==> src/transaction_line_item_parser_top_defines.svh <==
// ----------------------------------------------------------------------------
// Transaction line-item parser: assertion macros
// Shared property wrappers for the parser's concurrent checks.
// ----------------------------------------------------------------------------
`ifndef TRANSACTION_LINE_ITEM_PARSER_TOP_DEFINES_SVH
`define TRANSACTION_LINE_ITEM_PARSER_TOP_DEFINES_SVH

// Same-cycle implication, disabled while reset is held.
`define TLIP_ASSERT_IMPLY(lbl, clk, rst_n, ante, cons, msg) \
  lbl: assert property (@(posedge clk) disable iff (!rst_n) (ante) |-> (cons)) \
    else $error(msg);

// Next-cycle implication, disabled while reset is held.
`define TLIP_ASSERT_NEXT(lbl, clk, rst_n, ante, cons, msg) \
  lbl: assert property (@(posedge clk) disable iff (!rst_n) (ante) |=> (cons)) \
    else $error(msg);

`endif

==> src/tlip_pkg.sv <==
// ----------------------------------------------------------------------------
// Transaction line-item parser package
// Character codes, scan mode codes and port field widths.
// ----------------------------------------------------------------------------
package tlip_pkg;

  // Port field widths
  localparam int unsigned DATA_W = 8;
  localparam int unsigned ITEM_W = 32;
  localparam int unsigned DIGIT_W = 4;

  // Character codes ('#' needs no code: it falls into the skip path like junk)
  localparam logic [DATA_W-1:0] CHAR_TAB   = 8'h09;
  localparam logic [DATA_W-1:0] CHAR_NL    = 8'h0A;
  localparam logic [DATA_W-1:0] CHAR_CR    = 8'h0D;
  localparam logic [DATA_W-1:0] CHAR_SPACE = 8'h20;
  localparam logic [DATA_W-1:0] CHAR_ZERO  = 8'h30;
  localparam logic [DATA_W-1:0] CHAR_NINE  = 8'h39;

  // Scan mode codes; the unused code behaves as between tokens
  localparam int unsigned MODE_W = 2;
  localparam logic [MODE_W-1:0] MODE_GAP  = 2'd0;
  localparam logic [MODE_W-1:0] MODE_NUM  = 2'd1;
  localparam logic [MODE_W-1:0] MODE_SKIP = 2'd2;

endpackage

==> src/tlip_in_if.sv <==
// ----------------------------------------------------------------------------
// Parser byte channel
// Valid/ready channel carrying one text byte and its end-of-file mark.
// ----------------------------------------------------------------------------
interface tlip_in_if import tlip_pkg::*; ();

  logic              valid;
  logic              ready;
  logic [DATA_W-1:0] data_byte;
  logic              is_last;

  modport source (output valid, output data_byte, output is_last, input ready);
  modport sink   (input valid, input data_byte, input is_last, output ready);

endinterface

==> src/tlip_out_if.sv <==
// ----------------------------------------------------------------------------
// Parser result channel
// Valid/ready channel carrying one item and/or row end per word.
// ----------------------------------------------------------------------------
interface tlip_out_if import tlip_pkg::*; ();

  logic              valid;
  logic              ready;
  logic              item_valid;
  logic [ITEM_W-1:0] item_value;
  logic              row_end;
  logic [ITEM_W-1:0] largest_item;

  modport source (
    output valid, output item_valid, output item_value, output row_end,
    output largest_item, input ready
  );
  modport sink (
    input valid, input item_valid, input item_value, input row_end,
    input largest_item, output ready
  );

endinterface

==> src/tlip_digit_acc.sv <==
// ----------------------------------------------------------------------------
// Saturating decimal accumulator
// Computes acc * 10 + digit, clamped to all ones of the value width.
// ----------------------------------------------------------------------------
module tlip_digit_acc import tlip_pkg::*; #(
  parameter int VALUE_BITS = 32
) (
  input  logic [VALUE_BITS-1:0] acc_i,
  input  logic [DIGIT_W-1:0]    digit_i,
  output logic [VALUE_BITS-1:0] acc_o
);

  localparam int SUM_W = VALUE_BITS + 4;

  logic [SUM_W-1:0] acc_ext;
  logic [SUM_W-1:0] sum;

  // Times ten as two shifts, then add the digit
  assign acc_ext = {4'b0000, acc_i};
  assign sum     = (acc_ext << 3) + (acc_ext << 1) + {{(SUM_W-DIGIT_W){1'b0}}, digit_i};

  // Clamp when any bit above the value width is set
  assign acc_o = (|sum[SUM_W-1:VALUE_BITS]) ? {VALUE_BITS{1'b1}} : sum[VALUE_BITS-1:0];

endmodule

==> src/transaction_line_item_parser_top.sv <==
// ----------------------------------------------------------------------------
// Transaction line-item parser
// Splits a transaction text into decimal items and row ends, one byte a cycle.
// ----------------------------------------------------------------------------
//  channel  | dir | word                                            | handshake
//  ---------+-----+-------------------------------------------------+----------
//  in_i     | in  | data_byte, is_last                              | valid/ready
//  out_o    | out | item_valid, item_value, row_end, largest_item   | valid/ready
//
//  One byte per cycle; a result appears in the output register in the cycle
//  after its byte is taken. Scan state updates at accept, so the depth of one
//  saturating multiply-add plus the running-max compare sets the clock.
//  in_i.ready is low only while a result is held and out_o.ready is low.
//  Reset clears scan mode, accumulator, row flag, running max and out valid.
// ----------------------------------------------------------------------------
`include "transaction_line_item_parser_top_defines.svh"

module transaction_line_item_parser_top import tlip_pkg::*; #(
  parameter int VALUE_BITS = 32
) (
  input  logic      clk_i,
  input  logic      rst_ni,
  tlip_in_if.sink   in_i,
  tlip_out_if.source out_o
);

  // Scan state
  logic [MODE_W-1:0]     mode_q, mode_d;
  logic [VALUE_BITS-1:0] acc_q, acc_d;
  logic                  row_q, row_d;
  logic [VALUE_BITS-1:0] max_q, max_d;

  // Result register
  logic                  out_valid_q, out_valid_d;
  logic                  res_item_valid_q;
  logic [VALUE_BITS-1:0] res_item_q;
  logic                  res_row_end_q;

  logic                  in_fire;
  logic [DATA_W-1:0]     c;
  logic                  is_digit, is_sep, is_nl;
  logic [DIGIT_W-1:0]    digit;
  logic [VALUE_BITS-1:0] acc_next;
  logic [MODE_W-1:0]     mode_cur;
  logic                  have_item, row_close;
  logic [VALUE_BITS-1:0] item;

  // Accept while the result register is empty or draining
  assign in_i.ready = !out_valid_q || out_o.ready;
  assign in_fire    = in_i.valid && in_i.ready;

  // Classify the byte
  assign c        = in_i.data_byte;
  assign is_digit = (c >= CHAR_ZERO) && (c <= CHAR_NINE);
  assign is_sep   = (c == CHAR_SPACE) || (c == CHAR_TAB) || (c == CHAR_CR);
  assign is_nl    = (c == CHAR_NL);
  assign digit    = DIGIT_W'(c - CHAR_ZERO);

  tlip_digit_acc #(
    .VALUE_BITS (VALUE_BITS)
  ) u_digit_acc (
    .acc_i   (acc_q),
    .digit_i (digit),
    .acc_o   (acc_next)
  );

  // Per-byte scan step
  always_comb begin
    mode_cur  = (mode_q == MODE_NUM || mode_q == MODE_SKIP) ? mode_q : MODE_GAP;
    mode_d    = mode_cur;
    acc_d     = acc_q;
    row_d     = row_q;
    have_item = 1'b0;
    row_close = 1'b0;
    item      = '0;

    if (mode_cur == MODE_NUM && is_digit) begin
      acc_d = acc_next;
    end else if (mode_cur == MODE_SKIP) begin
      if (is_nl) begin
        row_close = row_q;
        row_d     = 1'b0;
        mode_d    = MODE_GAP;
      end
    end else begin
      // Close a number on any non-digit
      if (mode_cur == MODE_NUM) begin
        have_item = 1'b1;
        item      = acc_q;
        row_d     = 1'b1;
        acc_d     = '0;
        mode_d    = MODE_GAP;
      end
      priority if (is_digit) begin
        acc_d  = {{(VALUE_BITS-DIGIT_W){1'b0}}, digit};
        mode_d = MODE_NUM;
      end else if (is_nl) begin
        row_close = row_d;
        row_d     = 1'b0;
      end else if (!is_sep) begin
        mode_d = MODE_SKIP;
      end
    end

    // End of file: flush pending number, close row, clear mode, acc and row
    if (in_i.is_last) begin
      if (mode_d == MODE_NUM) begin
        have_item = 1'b1;
        item      = acc_d;
        row_d     = 1'b1;
      end
      if (row_d) begin
        row_close = 1'b1;
      end
      row_d  = 1'b0;
      acc_d  = '0;
      mode_d = MODE_GAP;
    end

    max_d = (have_item && (item > max_q)) ? item : max_q;
  end

  // Raise a word on an item or a row close, drop it once taken
  always_comb begin
    if (in_fire) begin
      out_valid_d = have_item || row_close;
    end else if (out_o.ready) begin
      out_valid_d = 1'b0;
    end else begin
      out_valid_d = out_valid_q;
    end
  end

  // Control state
  always_ff @(posedge clk_i or negedge rst_ni) begin
    if (!rst_ni) begin
      mode_q      <= MODE_GAP;
      acc_q       <= '0;
      row_q       <= 1'b0;
      max_q       <= '0;
      out_valid_q <= 1'b0;
    end else begin
      out_valid_q <= out_valid_d;
      if (in_fire) begin
        mode_q <= mode_d;
        acc_q  <= acc_d;
        row_q  <= row_d;
        max_q  <= max_d;
      end
    end
  end

  // Result payload
  always_ff @(posedge clk_i) begin
    if (in_fire) begin
      res_item_valid_q <= have_item;
      res_item_q       <= item;
      res_row_end_q    <= row_close;
    end
  end

  // Drive the result word; max_q only moves on accept, so it holds with the word
  assign out_o.valid      = out_valid_q;
  assign out_o.item_valid = res_item_valid_q;
  assign out_o.row_end    = res_row_end_q;

  if (VALUE_BITS >= ITEM_W) begin : g_out_trunc
    assign out_o.item_value   = res_item_q[ITEM_W-1:0];
    assign out_o.largest_item = max_q[ITEM_W-1:0];
  end else begin : g_out_ext
    assign out_o.item_value   = {{(ITEM_W-VALUE_BITS){1'b0}}, res_item_q};
    assign out_o.largest_item = {{(ITEM_W-VALUE_BITS){1'b0}}, max_q};
  end

  // Checks
  `TLIP_ASSERT_NEXT(a_last_clears, clk_i, rst_ni, in_fire && in_i.is_last,
    mode_q == MODE_GAP && acc_q == '0 && !row_q, "scan state not cleared after last byte")
  `TLIP_ASSERT_IMPLY(a_word_has_event, clk_i, rst_ni, out_valid_q,
    res_item_valid_q || res_row_end_q, "result word carries neither item nor row end")
  `TLIP_ASSERT_IMPLY(a_max_covers_item, clk_i, rst_ni, out_valid_q && res_item_valid_q,
    res_item_q <= max_q, "running max below delivered item")
  `TLIP_ASSERT_NEXT(a_max_monotone, clk_i, rst_ni, 1'b1,
    max_q >= $past(max_q), "running max decreased")

endmodule

==> src/flat_wrapper.sv <==
// flat-port wrapper written by rule: the top's interface ports become plain ports
module transaction_line_item_parser_top_flat import tlip_pkg::*;
#(
  parameter int VALUE_BITS = 32
)
  (clk_i, rst_ni, in_i_valid, in_i_data_byte, in_i_is_last, in_i_ready, out_o_valid, out_o_item_valid, out_o_item_value, out_o_row_end, out_o_largest_item, out_o_ready);
  tlip_in_if in_i_i ();
  tlip_out_if out_o_i ();
  input  logic clk_i;
  input  logic rst_ni;
  input wire logic [$bits(in_i_i.valid)-1:0] in_i_valid;
  input wire logic [$bits(in_i_i.data_byte)-1:0] in_i_data_byte;
  input wire logic [$bits(in_i_i.is_last)-1:0] in_i_is_last;
  output wire logic [$bits(in_i_i.ready)-1:0] in_i_ready;
  output wire logic [$bits(out_o_i.valid)-1:0] out_o_valid;
  output wire logic [$bits(out_o_i.item_valid)-1:0] out_o_item_valid;
  output wire logic [$bits(out_o_i.item_value)-1:0] out_o_item_value;
  output wire logic [$bits(out_o_i.row_end)-1:0] out_o_row_end;
  output wire logic [$bits(out_o_i.largest_item)-1:0] out_o_largest_item;
  input wire logic [$bits(out_o_i.ready)-1:0] out_o_ready;
  assign in_i_i.valid = in_i_valid;
  assign in_i_i.data_byte = in_i_data_byte;
  assign in_i_i.is_last = in_i_is_last;
  assign in_i_ready = in_i_i.ready;
  assign out_o_valid = out_o_i.valid;
  assign out_o_item_valid = out_o_i.item_valid;
  assign out_o_item_value = out_o_i.item_value;
  assign out_o_row_end = out_o_i.row_end;
  assign out_o_largest_item = out_o_i.largest_item;
  assign out_o_i.ready = out_o_ready;
  transaction_line_item_parser_top #(.VALUE_BITS(VALUE_BITS)) u_core (.clk_i(clk_i), .rst_ni(rst_ni), .in_i(in_i_i), .out_o(out_o_i));
endmodule
==> config.mk <==
export PLATFORM = sky130hd
export DESIGN_NAME = transaction_line_item_parser_top_flat
export DESIGN_NICKNAME = d
export VERILOG_FILES = /design/src/tlip_pkg.sv /design/src/tlip_in_if.sv /design/src/tlip_out_if.sv /design/src/tlip_digit_acc.sv /design/src/transaction_line_item_parser_top.sv /design/src/flat_wrapper.sv
export VERILOG_INCLUDE_DIRS = /design/src /design/src/src
export SDC_FILE = /design/constraint.sdc
export NUM_CORES = 1
export LEC_CHECK = 0
export ABC_CLOCK_PERIOD_IN_PS = 6600
export BUFFER_PORTS_ARGS = -buffer_cell sky130_fd_sc_hd__buf_2
export CORE_ASPECT_RATIO = 0.5
export CORE_UTILIZATION = 30
export CTS_BUF_LIST = sky130_fd_sc_hd__clkbuf_4
export DETAILED_ROUTE_END_ITERATION = 10
export GPL_TIMING_DRIVEN = 0
export HOLD_SLACK_MARGIN = 0.1
export PLACE_DENSITY = 0.46
export RECOVER_POWER = 50
export SYNTH_ARGS = -nofsm -noshare
export SYNTH_HDL_FRONTEND = slang
export SYNTH_HIERARCHICAL = 1
export SYNTH_SLANG_ARGS = --single-unit
==> constraint.sdc <==
create_clock -name clk_i -period 6.6 [get_ports clk_i]
set_clock_uncertainty 0.1 [all_clocks]
set_input_delay 1.32 -clock clk_i [delete_from_list [all_inputs] [get_ports clk_i]]
set_output_delay 1.32 -clock clk_i [all_outputs]
set_load 0.05 [all_outputs]
==> reports/results.txt <==
Area of the multi-input gates -> 5059 um^2
Worst skew pair latency -> 510 ps
CP startpoint kind -> input port
# DRC -> 0
Total number of vias -> 7032
Predominant post-synthesis flop cell -> dfrtp_1
Yosys Warn Count -> 6
First-pass GRT wire length -> 38250 um
Count of cell types in the netlist -> 86
Setup TNS -> 0 ps
DIE WIDTH -> 236.3 um
Post-synthesis area per instance -> 10.09 um^2
Post-DP Area -> 9126 um^2
Post-DP HPWL -> 19360 um
Share of the synthesized area in the top cell type -> 20.67%
Initial antenna violation count -> 1
Cell row count -> 42
Clock tree from TritonCTS -> done
Hold_buf cts -> 0
Fin area -> 9348 um^2
Cells after Synth -> 816
Req. time, crit path -> 6890 ps
Leak -> 0.004243 uW
Status -> complete, but fails checks
Post-synthesis register bit count -> 102
IO buf count -> 80
Placer Congestion -> 0.8546
Pwr/cell area -> 158.5 nW/um^2
DRT antenna net count -> 0
Vias per cell -> 5.507
EDFF count, synth -> 34
I/O pin cnt -> 81
Vias in the first global route -> 6736
Largest net degree at the start of global routing -> 58
Clk slew on worst S/H paths -> 140 ps
Crit path DAT -> 6720 ps
Critical path type -> input port to flop
Crit. End Element -> flop
Iter 0 DRT Violations -> 398
Nets -> 1028
Clock Tree Buf Depth -> 2
Netlist Area Pre-Place -> 8234 um^2
WHS -> 461.5 ps
CP max FO -> 10
Inst Count DP -> 1250
Cell taking the most area after synthesis -> dfrtp_1
Final Setup Violations -> 0
H-tree depth -> 3
Unrepaired setup endpoints after global routing -> no
Slew margin rel. -> -122.1%
Initial DRT Pass Iterations -> 5
Commonest non-fill, non-tap cells in the layout -> 94 x ha_1, 72 x clkbuf_1, 69 x nand2_1, 68 x dfrtp_1, 53 x a21oi_1
Synth-to-Final Area Change -> 13.52%
Mapped Nets -> 926
Share of cells above drive strength 1 -> 17.77%
Power, Total -> 1482 uW
Grt total ovfl -> 0
Worst hold path class -> flop to flop
WL per Instance -> 19.25 um
Full die area -> 28150 um^2
Period minus WS final -> 6434 ps
Worst VDD drop -> 0.08748 mV
Sequential cell area -> 2723 um^2
Most common cell after layout, fill and taps aside -> ha_1
CTS root buf -> clkbuf_4
Gr usage total -> 17.56%
FFs w/ async S/R, synth -> 66.67%
Tcrit/Tclk final -> 97.48%
Clock Sinks -> 102
Sequential share of the synthesized area -> 33.06%
Largest cells by area after synthesis -> dfrtp_1 21%, ha_1 14%, edfxtp_1 12%, mux2_4 5.5%, a32o_1 3.5%
Max-Cap Viols -> 2
Core ar. -> 26700 um^2
Post-Layout Cell Count -> 1277
Fin. Hold Viols -> 0
Final slew viol count -> 67
Worst slew pin tran -> 3331 ps
Violated checks -> capacitance limit, slew limit
Die Y -> 119.2 um
TritonCTS buffer count -> 9
Fmax -> 155.4 MHz
WL final -> 24590 um
Final-layout fill cell count -> 2792
Starting Density -> 30.84%
-- where the power goes --
group / internal (uW) / leakage [uW] / switching [uW]
sequential: 688 / 0.00129 / 24.7
clock: 190 / 0.0000957 / 220
combinational: 103 / 0.00286 / 257
-- routing by layer --
| metal | vias to the layer above | wire (um) | track usage (%) |
|---|---|---|---|
| li1 | 3361 | - | - |
| met1 | 3488 | 12450 | 26.04 |
| met2 | 170 | 10910 | 26.73 |
| met3 | 13 | 1083 | 3.060 |
| met4 | 0 | 137 | 3.003 |
| met5 | - | 0 | 0 |
-- worst max-delay path: stages --
cell	delay, ps
buf_2	140
fa_1	500
inv_1	70
fa_2	410
and2b_2	260
o2111ai_4	170
a21boi_2	220
o211ai_1	220
a31oi_2	290
mux2i_4	300
buf_12	160
buf_6	150
nand4_1	150
a32o_2	350
ha_1	320
nand4_1	170
or4_4	570
a21oi_2	120
o31ai_1	90
a21o_4	260
buf_12	170
mux2_4	290
-- path summary, 6_finish.rpt --
path                                               startpoint                             to  slack [ps]  depth (start not counted)
worst max register to register                u_core/acc_q[0]   u_core/out_o.largest_item[0]         560                         21
worst min register to register  u_core/out_o.largest_item[17]  u_core/out_o.largest_item[17]         460                          1
min in group asynchronous                              rst_ni  u_core/out_o.largest_item[22]         710                          1
worst min-delay path            u_core/out_o.largest_item[17]  u_core/out_o.largest_item[17]         460                          1
max in group asynchronous                              rst_ni   u_core/out_o.largest_item[1]        2100                          2
worst max-delay path                        in_i_data_byte[3]   u_core/out_o.largest_item[0]         170                         22
-- synth_stat cells (9+ instances only) --
| cell | number |
|---|---|
| a22o_1 | 9 |
| a32o_1 | 29 |
| inv_1 | 41 |
| o21ai_0 | 50 |
| nand3_1 | 18 |
| buf_2 | 15 |
| nand4_1 | 34 |
| mux2_4 | 30 |
| edfxtp_1 | 34 |
| nand2_1 | 69 |
| o211ai_1 | 11 |
| clkbuf_1 | 14 |
| nor2_1 | 38 |
| buf_6 | 13 |
| a21oi_1 | 54 |
| a32oi_1 | 28 |
| a21o_1 | 13 |
| xor2_1 | 10 |
| xnor2_1 | 15 |
| ha_1 | 95 |
| dfrtp_1 | 68 |
-- final cells by class --
type                       count  area share [%]
sequential                   102           29.13
timing repair buffer          91           4.645
clock buffer                   9          0.7228
buffer                        47           3.734
clock inverter                 7           1.205
tap                          352           4.712
multi-input combinational    625           54.12
antenna                        2         0.05354
inverter                      42           1.687
-- flip-flops by register name, summed over array words and instances (netlist names) --
name                       count
u_core/row_q                   1
u_core/acc_q                  32
u_core/out_o.row_end           1
u_core/out_o.item_value       32
u_core/mode_q                  2
u_core/out_o.largest_item     32
u_core/out_o.item_valid        1
u_core/out_o.valid             1
-- stage by stage --
stage | setup slack (ps) | util (%)
after floorplan | 364.1 | -
after global placement | -911.1 | 33.99
after detailed placement | -909.8 | 34.19
after CTS | 21.04 | 35.21
after global routing | 5.579 | 35.02
final | 166.5 | 35.02
-- cell families (layout without fill, tap and decap cells) --
kind of cell | Yosys count | after routing | synth area share [%]
compound gates | 252 | 252 | 22.43
xor+xnor | 25 | 25 | 2.659
fa+ha+maj | 98 | 98 | 15.04
buf+inv | 89 | 196 | 6.184
flops | 102 | 102 | 33.06
mux | 34 | 34 | 6.154
other cells | 0 | 2 | 0
simple gates | 216 | 216 | 14.47
-- repair_timing --
item | CTS | global route
resized for setup | 8 | 8
pin swaps | 4 | 10
buffers inserted | 5 | 4
setup endpoints to repair | 32 | 32
hold endpoints to repair | 0 | 0
Power figures use the tool's default switching activity.
